<file path="config.mk">
export PLATFORM = sky130hd
export DESIGN_NAME = sbm_isqrt
export DESIGN_NICKNAME = d
export VERILOG_FILES = /design/src/hw/rtl/sbm_pkg.sv /design/src/hw/rtl/sbm_isqrt.sv
export SDC_FILE = /design/constraint.sdc
export NUM_CORES = 1
export LEC_CHECK = 0
export ABC_AREA = 1
export BUFFER_PORTS_ARGS = -buffer_cell sky130_fd_sc_hd__buf_2
export CAP_MARGIN = 15
export CORE_ASPECT_RATIO = 0.5
export CORE_MARGIN = 5
export CORE_UTILIZATION = 39
export CTS_CLUSTER_DIAMETER = 60
export DETAILED_ROUTE_END_ITERATION = 8
export HOLD_SLACK_MARGIN = 0.12
export PLACE_DENSITY_LB_ADDON = 0.3
export REMOVE_ABC_BUFFERS = 1
export SLEW_MARGIN = 20
export SYNTH_ARGS = -nofsm -noshare
export SYNTH_HDL_FRONTEND = slang
export SYNTH_SLANG_ARGS = --single-unit
</file>
<file path="constraint.sdc">
create_clock -name clock -period 3.6 [get_ports clock]
set_clock_uncertainty 0.1 [all_clocks]
set_input_delay 0.18 -clock clock [delete_from_list [all_inputs] [get_ports clock]]
set_output_delay 0.18 -clock clock [all_outputs]
set_load 0.01 [all_outputs]
</file>
<file path="src/hw/rtl/sbm_pkg.sv">
// shared types and constants for the size-by-mode calculator
// no dependencies
package sbm_pkg;
   typedef enum logic [2:0] {
      FUNC_EXACT = 3'd0, FUNC_ADD = 3'd1, FUNC_DIAG = 3'd2, FUNC_DIV = 3'd3,
      FUNC_MUL = 3'd4, FUNC_ROW = 3'd5, FUNC_COL = 3'd6, FUNC_BAD = 3'd7
   } func_type;
   typedef enum logic [1:0] {
      ST_OK = 2'd0, ST_BAD_MODE = 2'd1, ST_BAD_SIZE = 2'd2
   } status_type;
   localparam int OUT_W = 31;
   localparam int RES_W = 48;
   localparam logic [OUT_W-1:0] OUT_MAX = {OUT_W{1'b1}};
   typedef struct packed {
      logic bad;
      logic div_zero;
   } lane_flag_type;
endpackage

</file>
<file path="src/hw/rtl/sbm_isqrt.sv">
// pipelined integer square root, one result bit per stage
// depends on sbm_pkg
module sbm_isqrt import sbm_pkg::*; #(
   parameter int IN_W = 34
) (
   input  logic               clock,
   input  logic [IN_W-1:0]    op_in,
   output logic [IN_W/2-1:0]  root
);
   localparam int RW = IN_W / 2;
   logic [IN_W-1:0] rem_ff  [RW+1];
   logic [IN_W-1:0] val_ff  [RW+1];
   logic [RW-1:0]   res_ff  [RW+1];

   assign rem_ff[0] = '0;
   assign val_ff[0] = op_in;
   assign res_ff[0] = '0;

   // restoring square root, two operand bits per stage
   for (genvar s = 0; s < RW; s++) begin : g_stage
      logic [IN_W+1:0] rem_in;
      logic [IN_W+1:0] trial_in;
      always_comb begin
         rem_in   = {rem_ff[s], val_ff[s][IN_W-1:IN_W-2]};
         trial_in = {{(IN_W-RW){1'b0}}, res_ff[s], 2'b01};
      end
      always_ff @(posedge clock) begin
         val_ff[s+1] <= {val_ff[s][IN_W-3:0], 2'b00};
         if (rem_in >= trial_in) begin
            rem_ff[s+1] <= IN_W'(rem_in - trial_in);
            res_ff[s+1] <= {res_ff[s][RW-2:0], 1'b1};
         end else begin
            rem_ff[s+1] <= IN_W'(rem_in);
            res_ff[s+1] <= {res_ff[s][RW-2:0], 1'b0};
         end
      end
   end
   assign root = res_ff[RW];
endmodule

</file>
==> impl_metrics.yaml <==
route:
  postRouteWirelength_um: 114000
  detail-route-antenna-nets: 0
  vias: 35797
  route.detailed.drc: 0
  wire_per_inst_um: 15.1
  starting_drc_count_in_detailed_routing: 2281
  drt_pass1_iterations: 6
  vias_per_cell: 4.74
worst_setup_path:
  critical_path_buf_inv_count: 3
  cp_top_family: "buffers and inverters"
  crit_path_cell_trace: "inv_1 -> ha_1 -> a21oi_1 -> o21ai_2 -> nand2_1 -> nand2_1 -> nor2_2 -> nand3_1 -> inv_1 -> buf_4 -> nor2_1"
  critPathLaunchType: "flop"
  reg2reg_depth: 11
  worst_r2r_startpoint: "g_stage[5].trial_in[3]"
  r2r_end: "g_stage[6].rem_in[13]"
  cp_max_stage_cell: "sky130_fd_sc_hd__inv_1"
  timing_worst_setup_path_type: "flop to flop"
  critPathCaptureType: "flop"
  worstSetupPathDepth: 11
  reg2reg_setup_slack_ns: 0.75
  timing.critical_path.from: "g_stage[5].trial_in[3]"
  critical_path.max_stage_delay_ns: 0.52
  worst-path-max-fanout: 17
  worst_endpoint_required_time_ns: 4.07
  setup.worst_path.end: "g_stage[6].rem_in[13]"
  critical_path_arrival_ns: 3.31
logic_synthesis:
  primary_flip_flop_cell_chosen_by_synthesis_mapping: "sky130_fd_sc_hd__dfxtp_1"
  library_cells_used_by_synthesis: 45
  mapped_cell_area_um2: 41900
  syn_avg_cell_area_um2: 7.13
  async_flop_share_pct: 0
  synth-seq-area-share_pct: 43.9
  netlist_instances: 5875
  synth_enable_flop_cells: 0
  synth_seq_cells: 918
  ys_warn_count: 0
floorplan:
  initial_util_pct: 39.1
  placementRows: 85
  die_h_um: 242
  die_w_um: 474
  die-area_um2: 114000
  num_io_pins: 52
  placeableCoreArea_um2: 107000
sta:
  relSlewSlack_pct: 47.2
  setup_tns_ns: 0
  grt_setup_unrepaired: "false"
  final_hold_viol_count: 0
  max_freq_mhz: 351
  max_slew.worst_pin.slew_ns: 0.792
  final.min_clock_period_ns: 2.85
  min_period_over_period_pct: 79.0
  setup_violations: 0
  slew_viol_final: 0
global_route:
  grt_max_degree: 39
  grt_pass1_vias: 34063
  global_route_wire_length_before_repair_um: 179000
  grt_overflow_total: 0
  antenna_found_initial: 1
  globalRouteTotalUtil_pct: 19.3
placement:
  port-buffer-count: 51
  postPlaceCellArea_um2: 43800
  place.gp.congestion: 0.922
  hpwl_um: 91700
power:
  static-leakage-power_uw: 0.0231
  worst_ir_drop_vdd_mv: 0.401
  power_density_nw_per_um2: 644
job:
  cap_violations: 0
cells_and_area:
  diode_count: 0
  n_fill_cell: 11005
  syn2layout_area_growth_pct: 13.0
  post-route-util_pct: 44.2
  finish.net_count: 6257
  final_cell_area_um2: 47400
  share_of_final_layout_standard_cells_stronger_than_drive_strength_1_pct: 4.59
cts:
  clockBufferDepth: 3
  number_of_buffers_inserted_during_clock_tree_synthesis: 81
  h-tree-depth: 3
  clk_latency_ns: 0.69
  clkTransAtPathRegs_ns: 0.08
  cts_sinks: 918
  clock-root-buffer: "sky130_fd_sc_hd__clkbuf_16"
  tritoncts: "built"
run_status:
  run_status: "completed"
worst_hold_path:
  hp-class: "flop to flop"
## cells by family after synthesis
kind of cell | Yosys count | synth area share [%]
and+or+nand+nor | 2989 | 30.0
buffers and inverters | 1004 | 9.36
DFF | 918 | 43.9
AOI/OAI and AO/OA | 576 | 7.18
xor gates and xnor gates | 215 | 4.49
adders and majority gates | 172 | 5.14
other | 1 | 0.00895
## layout make-up
| class | count | area (µm²) | area share [%] |
|---|---|---|---|
| multi-input combinational | 3953 | 19600 | 41.4 |
| tap | 1435 | 1800 | 3.79 |
| inverter | 952 | 3570 | 7.55 |
| timing repair buffer | 144 | 1130 | 2.38 |
| clock buffer | 109 | 2300 | 4.86 |
| sequential | 918 | 18400 | 38.8 |
| clock inverter | 41 | 578 | 1.22 |
## timing repair
item                                   in CTS  in global routing
hold buffers                               69                  0
resized for setup                           0                  0
buffers inserted                            0                  0
endpoints found under the hold margin      35                  0
## cell usage in the layout, fill, tap and decap left out, types with 4 or more instances in the layout
cell type                       count
sky130_fd_sc_hd__clkbuf_8          17
sky130_fd_sc_hd__a211oi_1           4
sky130_fd_sc_hd__nor2b_1            4
sky130_fd_sc_hd__nor3b_1           11
sky130_fd_sc_hd__nor4_1            12
sky130_fd_sc_hd__o211ai_1           4
sky130_fd_sc_hd__o21a_1             4
sky130_fd_sc_hd__ha_1             172
sky130_fd_sc_hd__clkinvlp_4         8
sky130_fd_sc_hd__nand3_2            5
sky130_fd_sc_hd__o21ai_0          219
sky130_fd_sc_hd__nand2_1         1551
sky130_fd_sc_hd__nand3_1          354
sky130_fd_sc_hd__dfxtp_1          918
sky130_fd_sc_hd__clkinv_2           9
sky130_fd_sc_hd__a21oi_1          282
sky130_fd_sc_hd__a21boi_0           5
sky130_fd_sc_hd__o21ai_1           29
sky130_fd_sc_hd__nand3b_1          27
sky130_fd_sc_hd__xnor2_1          105
sky130_fd_sc_hd__o2111ai_1          6
sky130_fd_sc_hd__inv_1            943
sky130_fd_sc_hd__bufinv_16          9
sky130_fd_sc_hd__and2_1             8
sky130_fd_sc_hd__nor3_1           125
sky130_fd_sc_hd__clkbuf_16         81
sky130_fd_sc_hd__xor2_1           110
sky130_fd_sc_hd__buf_4             24
sky130_fd_sc_hd__nor2_2             9
sky130_fd_sc_hd__nand2_2            8
sky130_fd_sc_hd__o21ai_2            4
sky130_fd_sc_hd__dlygate4sd3_1     69
sky130_fd_sc_hd__or2_2             25
sky130_fd_sc_hd__o21bai_1          12
sky130_fd_sc_hd__nand4_1          126
sky130_fd_sc_hd__clkbuf_1          11
sky130_fd_sc_hd__clkinv_4           6
sky130_fd_sc_hd__inv_2              8
sky130_fd_sc_hd__nor2_1           712
sky130_fd_sc_hd__buf_2             51
## how the worst min path moves through the flow
stage	depth (start not counted)	startpoint	slack (ns)	end
2_1_floorplan	0	op_in[30]	0.11	g_stage[1].rem_in[0]
3_3_place_gp	1	op_in[31]	0.18	g_stage[1].rem_in[1]
3_5_place_dp	1	op_in[4]	0.18	val_ff[550]
4_1_cts	0	val_ff[232]	0.21	val_ff[200]
5_1_grt	0	val_ff[201]	0.22	g_stage[13].rem_in[1]
6_report	0	val_ff[531]	0.22	val_ff[499]
## sequential cells by signal, summed over array words and instances (netlist names)
name	count
g_stage.rem_in	525
val_ff	240
g_stage.trial_in	136
root	17
## cells in the mapped netlist, drive strengths merged (5+ instances only)
library cell  instances  area [µm²]
a21boi                5        37.5
a21oi               282        1410
and2                  8        50.1
buf                  50         340
dfxtp               918       18400
ha                  172        2150
inv                 951        3570
nand2              1559        5870
nand3               361        1860
nand3b               27         203
nand4               126         788
nor2                724        2760
nor3                127         646
nor3b                11        82.6
nor4                 12        75.1
o2111ai               6        52.6
o21ai               252        1280
o21bai               12        90.1
or2                  25         156
xnor2               105         920
xor2                110         963
## report_power, final
part | total [µW] | internal, µW | switching, µW
combinational | 7370 | 2500 | 4870
clock | 9320 | 5230 | 4090
sequential | 13800 | 12100 | 1730
## per-stage QoR
stage | instances | hold slack, ns | total power (µW) | setup slack, ns
floorplan | 5823 | 0.108 | 18800 | 0.498
global placement | 7333 | 0.182 | 21300 | 0.839
detailed placement | 7333 | 0.184 | 21200 | 0.791
CTS | 7552 | 0.211 | 30700 | 0.771
global route | 7552 | 0.218 | 32400 | 0.473
finish | 7552 | 0.216 | 30500 | 0.754
## layer usage
layer	routed length (µm)	vias up	global-route usage (%)	part of all wire, %
li1	-	18772	-	-
met1	48900	16005	23.0	43
met2	56700	760	35.3	50
met3	4230	260	2.71	3.7
met4	4140	0	6.92	3.6
met5	0	-	0	0
(Power assumes the default switching activity.)
