`src/hw/rtl/sbm_pkg.sv`:
```
// shared types and constants for the size-by-mode calculator
// no dependencies
package sbm_pkg;
   typedef enum logic [2:0] {
      FUNC_EXACT = 3'd0, FUNC_ADD = 3'd1, FUNC_DIAG = 3'd2, FUNC_DIV = 3'd3,
      FUNC_MUL = 3'd4, FUNC_ROW = 3'd5, FUNC_COL = 3'd6, FUNC_BAD = 3'd7
   } func_type;
   typedef enum logic [1:0] {
      ST_OK = 2'd0, ST_BAD_MODE = 2'd1, ST_BAD_SIZE = 2'd2
   } status_type;
   localparam int OUT_W = 31;
   localparam int RES_W = 48;
   localparam logic [OUT_W-1:0] OUT_MAX = {OUT_W{1'b1}};
   typedef struct packed {
      logic bad;
      logic div_zero;
   } lane_flag_type;
endpackage

```
`src/hw/rtl/sbm_divider.sv`:
```
// pipelined unsigned restoring divider, one quotient bit per stage
// depends on sbm_pkg
module sbm_divider import sbm_pkg::*; #(
   parameter int N_W = 16,
   parameter int D_W = 16
) (
   input  logic           clock,
   input  logic [N_W-1:0] num,
   input  logic [D_W-1:0] den,
   output logic [N_W-1:0] quo
);
   logic [D_W:0]   rem_ff [N_W+1];
   logic [N_W-1:0] num_ff [N_W+1];
   logic [N_W-1:0] quo_ff [N_W+1];
   logic [D_W-1:0] den_ff [N_W+1];

   assign rem_ff[0] = '0;
   assign num_ff[0] = num;
   assign quo_ff[0] = '0;
   assign den_ff[0] = den;

   for (genvar s = 0; s < N_W; s++) begin : g_stage
      logic [D_W+1:0] rem_in;
      always_comb rem_in = {rem_ff[s], num_ff[s][N_W-1]};
      always_ff @(posedge clock) begin
         num_ff[s+1] <= num_ff[s] << 1;
         den_ff[s+1] <= den_ff[s];
         if (rem_in >= {2'b00, den_ff[s]}) begin
            rem_ff[s+1] <= (D_W+1)'(rem_in - {2'b00, den_ff[s]});
            quo_ff[s+1] <= {quo_ff[s][N_W-2:0], 1'b1};
         end else begin
            rem_ff[s+1] <= (D_W+1)'(rem_in);
            quo_ff[s+1] <= {quo_ff[s][N_W-2:0], 1'b0};
         end
      end
   end
   assign quo = quo_ff[N_W];
endmodule

```
`src/hw/rtl/sbm_lane.sv`:
```
// one dimension lane: pass-through, add, multiply and divide, delayed to common depth
// depends on sbm_pkg, sbm_divider
module sbm_lane import sbm_pkg::*; #(
   parameter int DIM_WIDTH   = 16,
   parameter int PARAM_WIDTH = 16,
   parameter int DEPTH       = 18,
   parameter int LANE        = 0
) (
   input  logic                          clock,
   input  func_type                      func,
   input  logic [DIM_WIDTH-1:0]          dim,
   input  logic signed [PARAM_WIDTH-1:0] param,
   output logic signed [RES_W-1:0]       res,
   output lane_flag_type                 flag
);
   logic [DIM_WIDTH-1:0]          quo;
   logic [PARAM_WIDTH-1:0]        den_mag;
   logic signed [RES_W-1:0]       early_in;
   logic                          is_div;
   logic                          add_sel;
   logic signed [DIM_WIDTH+PARAM_WIDTH:0] prod_in;
   logic signed [RES_W-1:0]       early_ff [DEPTH];
   logic [DEPTH-1:0]              div_ff;
   logic [DEPTH-1:0]              neg_ff;
   logic [DEPTH-1:0]              zero_ff;

   assign den_mag = param[PARAM_WIDTH-1] ? PARAM_WIDTH'(-param) : param;

   sbm_divider #(.N_W(DIM_WIDTH), .D_W(PARAM_WIDTH)) u_div (
      .clock(clock), .num(dim), .den(den_mag), .quo(quo)
   );

   // non-divide lane result; lane 0 is x, 1 is y, 2 is z
   always_comb begin
      is_div  = (func == FUNC_DIV);
      add_sel = (func == FUNC_ADD) ||
                (func == FUNC_DIAG && LANE == 2) ||
                (func == FUNC_ROW && LANE == 1) ||
                (func == FUNC_COL && LANE == 0);
      prod_in = $signed({1'b0, dim}) * param;
      if (add_sel) begin
         early_in = RES_W'($signed({1'b0, dim})) + RES_W'(param);
      end else if (func == FUNC_MUL) begin
         early_in = RES_W'(prod_in);
      end else begin
         early_in = RES_W'(param);
      end
   end

   // delay line matching the depth of the divider and its quotient tail
   always_ff @(posedge clock) begin
      early_ff[0] <= early_in;
      for (int i = 1; i < DEPTH; i++) early_ff[i] <= early_ff[i-1];
      div_ff  <= {div_ff[DEPTH-2:0], is_div};
      neg_ff  <= {neg_ff[DEPTH-2:0], param[PARAM_WIDTH-1]};
      zero_ff <= {zero_ff[DEPTH-2:0], param == '0};
   end

   // tail of the divider is DIM_WIDTH deep; delay quotient to DEPTH
   logic [DIM_WIDTH-1:0] quo_ff [DEPTH-DIM_WIDTH];
   always_ff @(posedge clock) begin
      quo_ff[0] <= quo;
      for (int i = 1; i < DEPTH - DIM_WIDTH; i++) quo_ff[i] <= quo_ff[i-1];
   end

   always_comb begin
      flag.div_zero = div_ff[DEPTH-1] & zero_ff[DEPTH-1];
      if (div_ff[DEPTH-1]) begin
         res = neg_ff[DEPTH-1] ? -RES_W'($signed({1'b0, quo_ff[DEPTH-DIM_WIDTH-1]}))
                               : RES_W'($signed({1'b0, quo_ff[DEPTH-DIM_WIDTH-1]}));
      end else begin
         res = early_ff[DEPTH-1];
      end
      flag.bad = (res <= 0);
   end
endmodule

```
`config.mk`:
```
export PLATFORM = sky130hd
export DESIGN_NAME = sbm_lane
export DESIGN_NICKNAME = d
export VERILOG_FILES = /design/src/hw/rtl/sbm_pkg.sv /design/src/hw/rtl/sbm_divider.sv /design/src/hw/rtl/sbm_lane.sv
export SDC_FILE = /design/constraint.sdc
export NUM_CORES = 2
export LEC_CHECK = 0
export ABC_AREA = 1
export BUFFER_PORTS_ARGS = -buffer_cell sky130_fd_sc_hd__clkbuf_2
export CAP_MARGIN = 0
export CORE_MARGIN = 5
export CORE_UTILIZATION = 40
export DETAILED_ROUTE_END_ITERATION = 8
export GPL_ROUTABILITY_DRIVEN = 1
export GPL_TIMING_DRIVEN = 1
export SETUP_SLACK_MARGIN = 0.4
export SYNTH_ARGS = -nofsm -noshare
export SYNTH_HDL_FRONTEND = slang
export SYNTH_SLANG_ARGS = --single-unit
```
`constraint.sdc`:
```
create_clock -name clock -period 11.17 [get_ports clock]
set_input_delay 1.117 -clock clock [delete_from_list [all_inputs] [get_ports clock]]
set_output_delay 1.117 -clock clock [all_outputs]
set_load 0.005 [all_outputs]
```
==> summary.txt <==
Min path
  – Hold wc startpoint: early_ff[11][9]$_DFF_P_
  – Hold path endpoint: early_ff[12][9]$_DFF_P_
  – Hold Crit Depth: 0
  – Hold crit path type: flop to flop

Setup path
  – Crit-path max FO: 30
  – CP most frequent cell: fa_1
  – Startpoint Class: primary input
  – CP endpoint kind: flop
  – Critical-path cell list: clkbuf_2 -> buf_4 -> inv_2 -> or2_2 -> fa_1 -> inv_1 -> fa_1 -> inv_1 -> fa_1 -> inv_1 -> fa_1 -> fa_1 -> ha_1 -> ha_1 -> a21oi_1 -> o21ai_0 -> nand2_1 -> nand3_1 -> a21oi_1 -> nand3_1 -> nand3_1 -> nand2_1 -> nand2_1 -> nand2_1
  – Crit-path slowest cell: fa_1
  – Kind of critical path: primary input to flop
  – RR Endpoint: u_div.g_stage[8].rem_in[1]$_DFF_P_
  – Flop-to-flop setup slack: 8.39 ns
  – Total buffers and inverters traversed by the critical path: 6
  – Max incr delay on CP: 0.54 ns
  – CP startpoint: param[15]
  – R2R cell count: 12
  – CP top delay family: adder cells
  – Critical R2R Launch: u_div.den_ff[147]$_DFF_P_
  – Critical path data arrival time: 7.08 ns
  – CP required: 11.75 ns

Placed design
  – Placed cells: 7738
  – Dpl hpwl: 90.52 mm
  – Final GP Congestion: 0.9278
  – PortBufs: 85
  – DP Area: 0.05800 mm2

Drt
  – Antenna Nets Post-Route: 0
  – First drt pass iteration count: 6
  – Vias post-DR: 36340
  – Iter 0 DRT Violations: 1847
  – DRT Wirelength: 117.7 mm
  – Avg WL per Cell: 14.73 um
  – Post-route DRC: 0
  – Avg Vias per Cell: 4.548

Logic synthesis
  – Syn_area_per_cell: 9.479 um2
  – Async set or reset register ratio after synthesis: 0
  – Synth top area share: 0.5130
  – Commonest cells in the netlist: 1431 x dfxtp_1, 1098 x nand2_1, 932 x inv_1
  – Syn Std Cell Area: 0.05584 mm2
  – Synth Register Bits: 1431
  – Leading area contributor after synthesis: dfxtp_1
  – EDFF count, synth: 0
  – Cells after synthesis: 5891
  – Sequential area share after synthesis: 0.5130
  – Unique masters post-synth: 63
  – Top FF cell, synth: dfxtp_1
  – Top cells by area, synth: dfxtp_1 51%, ha_1 8.6%, fa_1 7.5%
  – Post-synth net total: 6521
  – YS warnings: 0
  – Count leader, synth: dfxtp_1

Clocking
  – Total CTS buffers: 142
  – Cts hold-fix bufs: 0
  – H-Tree Depth: 4
  – Clk sink count: 1431
  – Clk slew on worst S/H paths: 0.06 ns
  – Postcts setup bufs: 0
  – CTS tree: yes
  – Resize count post-CTS: 0
  – Clk buf depth: 3
  – Worst-Skew Late Latency: 0.74 ns
  – Root Driver: clkbuf_16

Die
  – Cell Rows: 137
  – Die Wd: 383.6 um
  – Die area: 0.1472 mm2
  – Die height: 383.6 um
  – Initial Utilization: 0.4012
  – Number of I/O pins: 86
  – Core Area: 0.1392 mm2

Layout
  – Fin area: 0.06300 mm2
  – Layout Nets: 6636
  – Non-filler cells, final: 7990
  – Multi-input logic area: 0.02297 mm2
  – Share of layout cells above drive strength 1: 0.07347
  – # fillers: 13250
  – Sequential cell area: 0.02865 mm2
  – Area delta synth->final: 12.81%

Global route
  – Initial antenna violation count: 3
  – First-pass GRT wire length: 192.7 mm
  – GRT overflow: 0
  – Largest net degree at the start of global routing: 43
  – GR Util All Layers: 0.1621
  – Vias in the first global route: 37790

STA
  – Setup TNS: 0 ns
  – Fmax: 153.7 MHz
  – Max_slew headroom: 0.3771
  – Post-layout min period: 6.504 ns
  – RSZ-0062 raised after global routing: false
  – Measured slew at the worst slew-check pin: 0.9344 ns
  – Final Skew: 0.03549 ns
  – Worst hold slack: 0.3009 ns
  – Final Max Slew Viols: 0
  – Fin crit share: 0.5823
  – Final-report setup violation count: 0
  – Final Hold Viols: 0

Job
  – Max Cap Violations: 0

Power and ir drop
  – Total power: 19.47 mW
  – Internal power: 12.17 mW
  – Comb pwr share: 0.392
  – Pwr dens: 309.0 mW/mm2
  – Switching share of total power: 0.3748
  – Seq pwr share: 0.355
  – Psw: 7.296 mW
  – Clock share of power: 0.252
  – Worst IR Drop VDD: 0.0001796 V
  – P_leak: 30.81 nW

Run status
  – Status: finished clean
power groups by stage:
stage	combinational, mW	clock [mW]	sequential (mW)
2_1_floorplan	5.70	0	6.79
3_3_place_gp	7.56	0	7.04
3_5_place_dp	7.60	0	7.06
4_1_cts	7.66	5.07	6.95
5_1_grt	8.72	5.29	7.07
6_report	7.64	4.91	6.92
how the worst max path moves through the flow:
stage | endpoint | slack (ns) | cells after the start
after floorplan | early_ff[0][25]$_DFF_P_ | 4.84 | 25
after global placement | early_ff[0][15]$_DFF_P_ | 3.93 | 24
after detailed placement | early_ff[0][31]$_DFF_P_ | 3.91 | 24
after CTS | early_ff[0][31]$_DFF_P_ | 4.69 | 24
after global routing | early_ff[0][25]$_DFF_P_ | 4.35 | 24
final | early_ff[0][31]$_DFF_P_ | 4.67 | 24
layout by cell type, fill, tap and decap left out, drive strengths merged, types with 2 or more instances in the layout:
master    instances
a211oi            8
a21boi           26
a21o             45
a21oi           335
a31oi            26
a41oi             2
buf               4
bufinv           18
clkbuf          269
clkinv           30
clkinvlp         11
dfxtp          1431
diode             3
fa              209
ha              385
inv             956
nand2          1127
nand3           180
nand3b           17
nand4            33
nor2            336
nor3             25
nor3b             2
nor4             10
o211ai            7
o21a             10
o21ai           302
o21bai           39
o22ai             4
o31ai             2
or2              27
xnor2           100
xor2            128
cell type report:
class                   instances  share of cell area
flip-flops and latches       1431              0.4547
multi-input cells            3392              0.3647
clock inverters                65             0.01629
clock buffers                 184             0.06292
diodes                          3           0.0001192
inverters                     950             0.05674
repair buffers                 89            0.007230
well taps                    1876             0.03726
per-stage QoR:
stage	util	setup WS, ns
after floorplan	-	4.835
after global placement	0.4167	3.934
after detailed placement	0.4167	3.905
after global routing	0.4526	4.349
final	0.4526	4.666
after CTS	0.4525	4.685
logic make-up after synthesis:
| family | count (synthesis) | synth area share |
|---|---|---|
| adders and majority gates | 594 | 0.1612 |
| xor gates and xnor gates | 228 | 0.03589 |
| and+or+nand+nor | 1760 | 0.1311 |
| DFF | 1431 | 0.5130 |
| AOI/OAI and AO/OA | 810 | 0.08310 |
| buffers and inverters | 1068 | 0.07575 |
routing by layer:
metal | track usage | part of all wire
met3 | 0.02334 | 0.034
met1 | 0.1908 | 0.42
met5 | 0 | 0
met4 | 0.07156 | 0.040
met2 | 0.2931 | 0.50
state kept, by name (all words and copies together), names as in the netlist:
name,count
zero_ff,18
div_ff,18
u_div.num_ff,105
u_div.den_ff,240
neg_ff,18
u_div.quo,16
u_div.quo_ff,120
quo_ff,32
early_ff,594
u_div.g_stage.rem_in,270
worst register-to-register path: stages, from the launching register on:
cell	delay (ns)
dfxtp_1	0.36
inv_1	0.06
ha_1	0.33
a21oi_1	0.16
nand2_1	0.11
a21oi_2	0.23
inv_1	0.09
nand3_1	0.08
nand4_1	0.15
nand2_1	0.10
nand2_1	0.14
inv_1	0.59
o21ai_0	0.24
No activity file was read; power rests on OpenSTA's default activity.
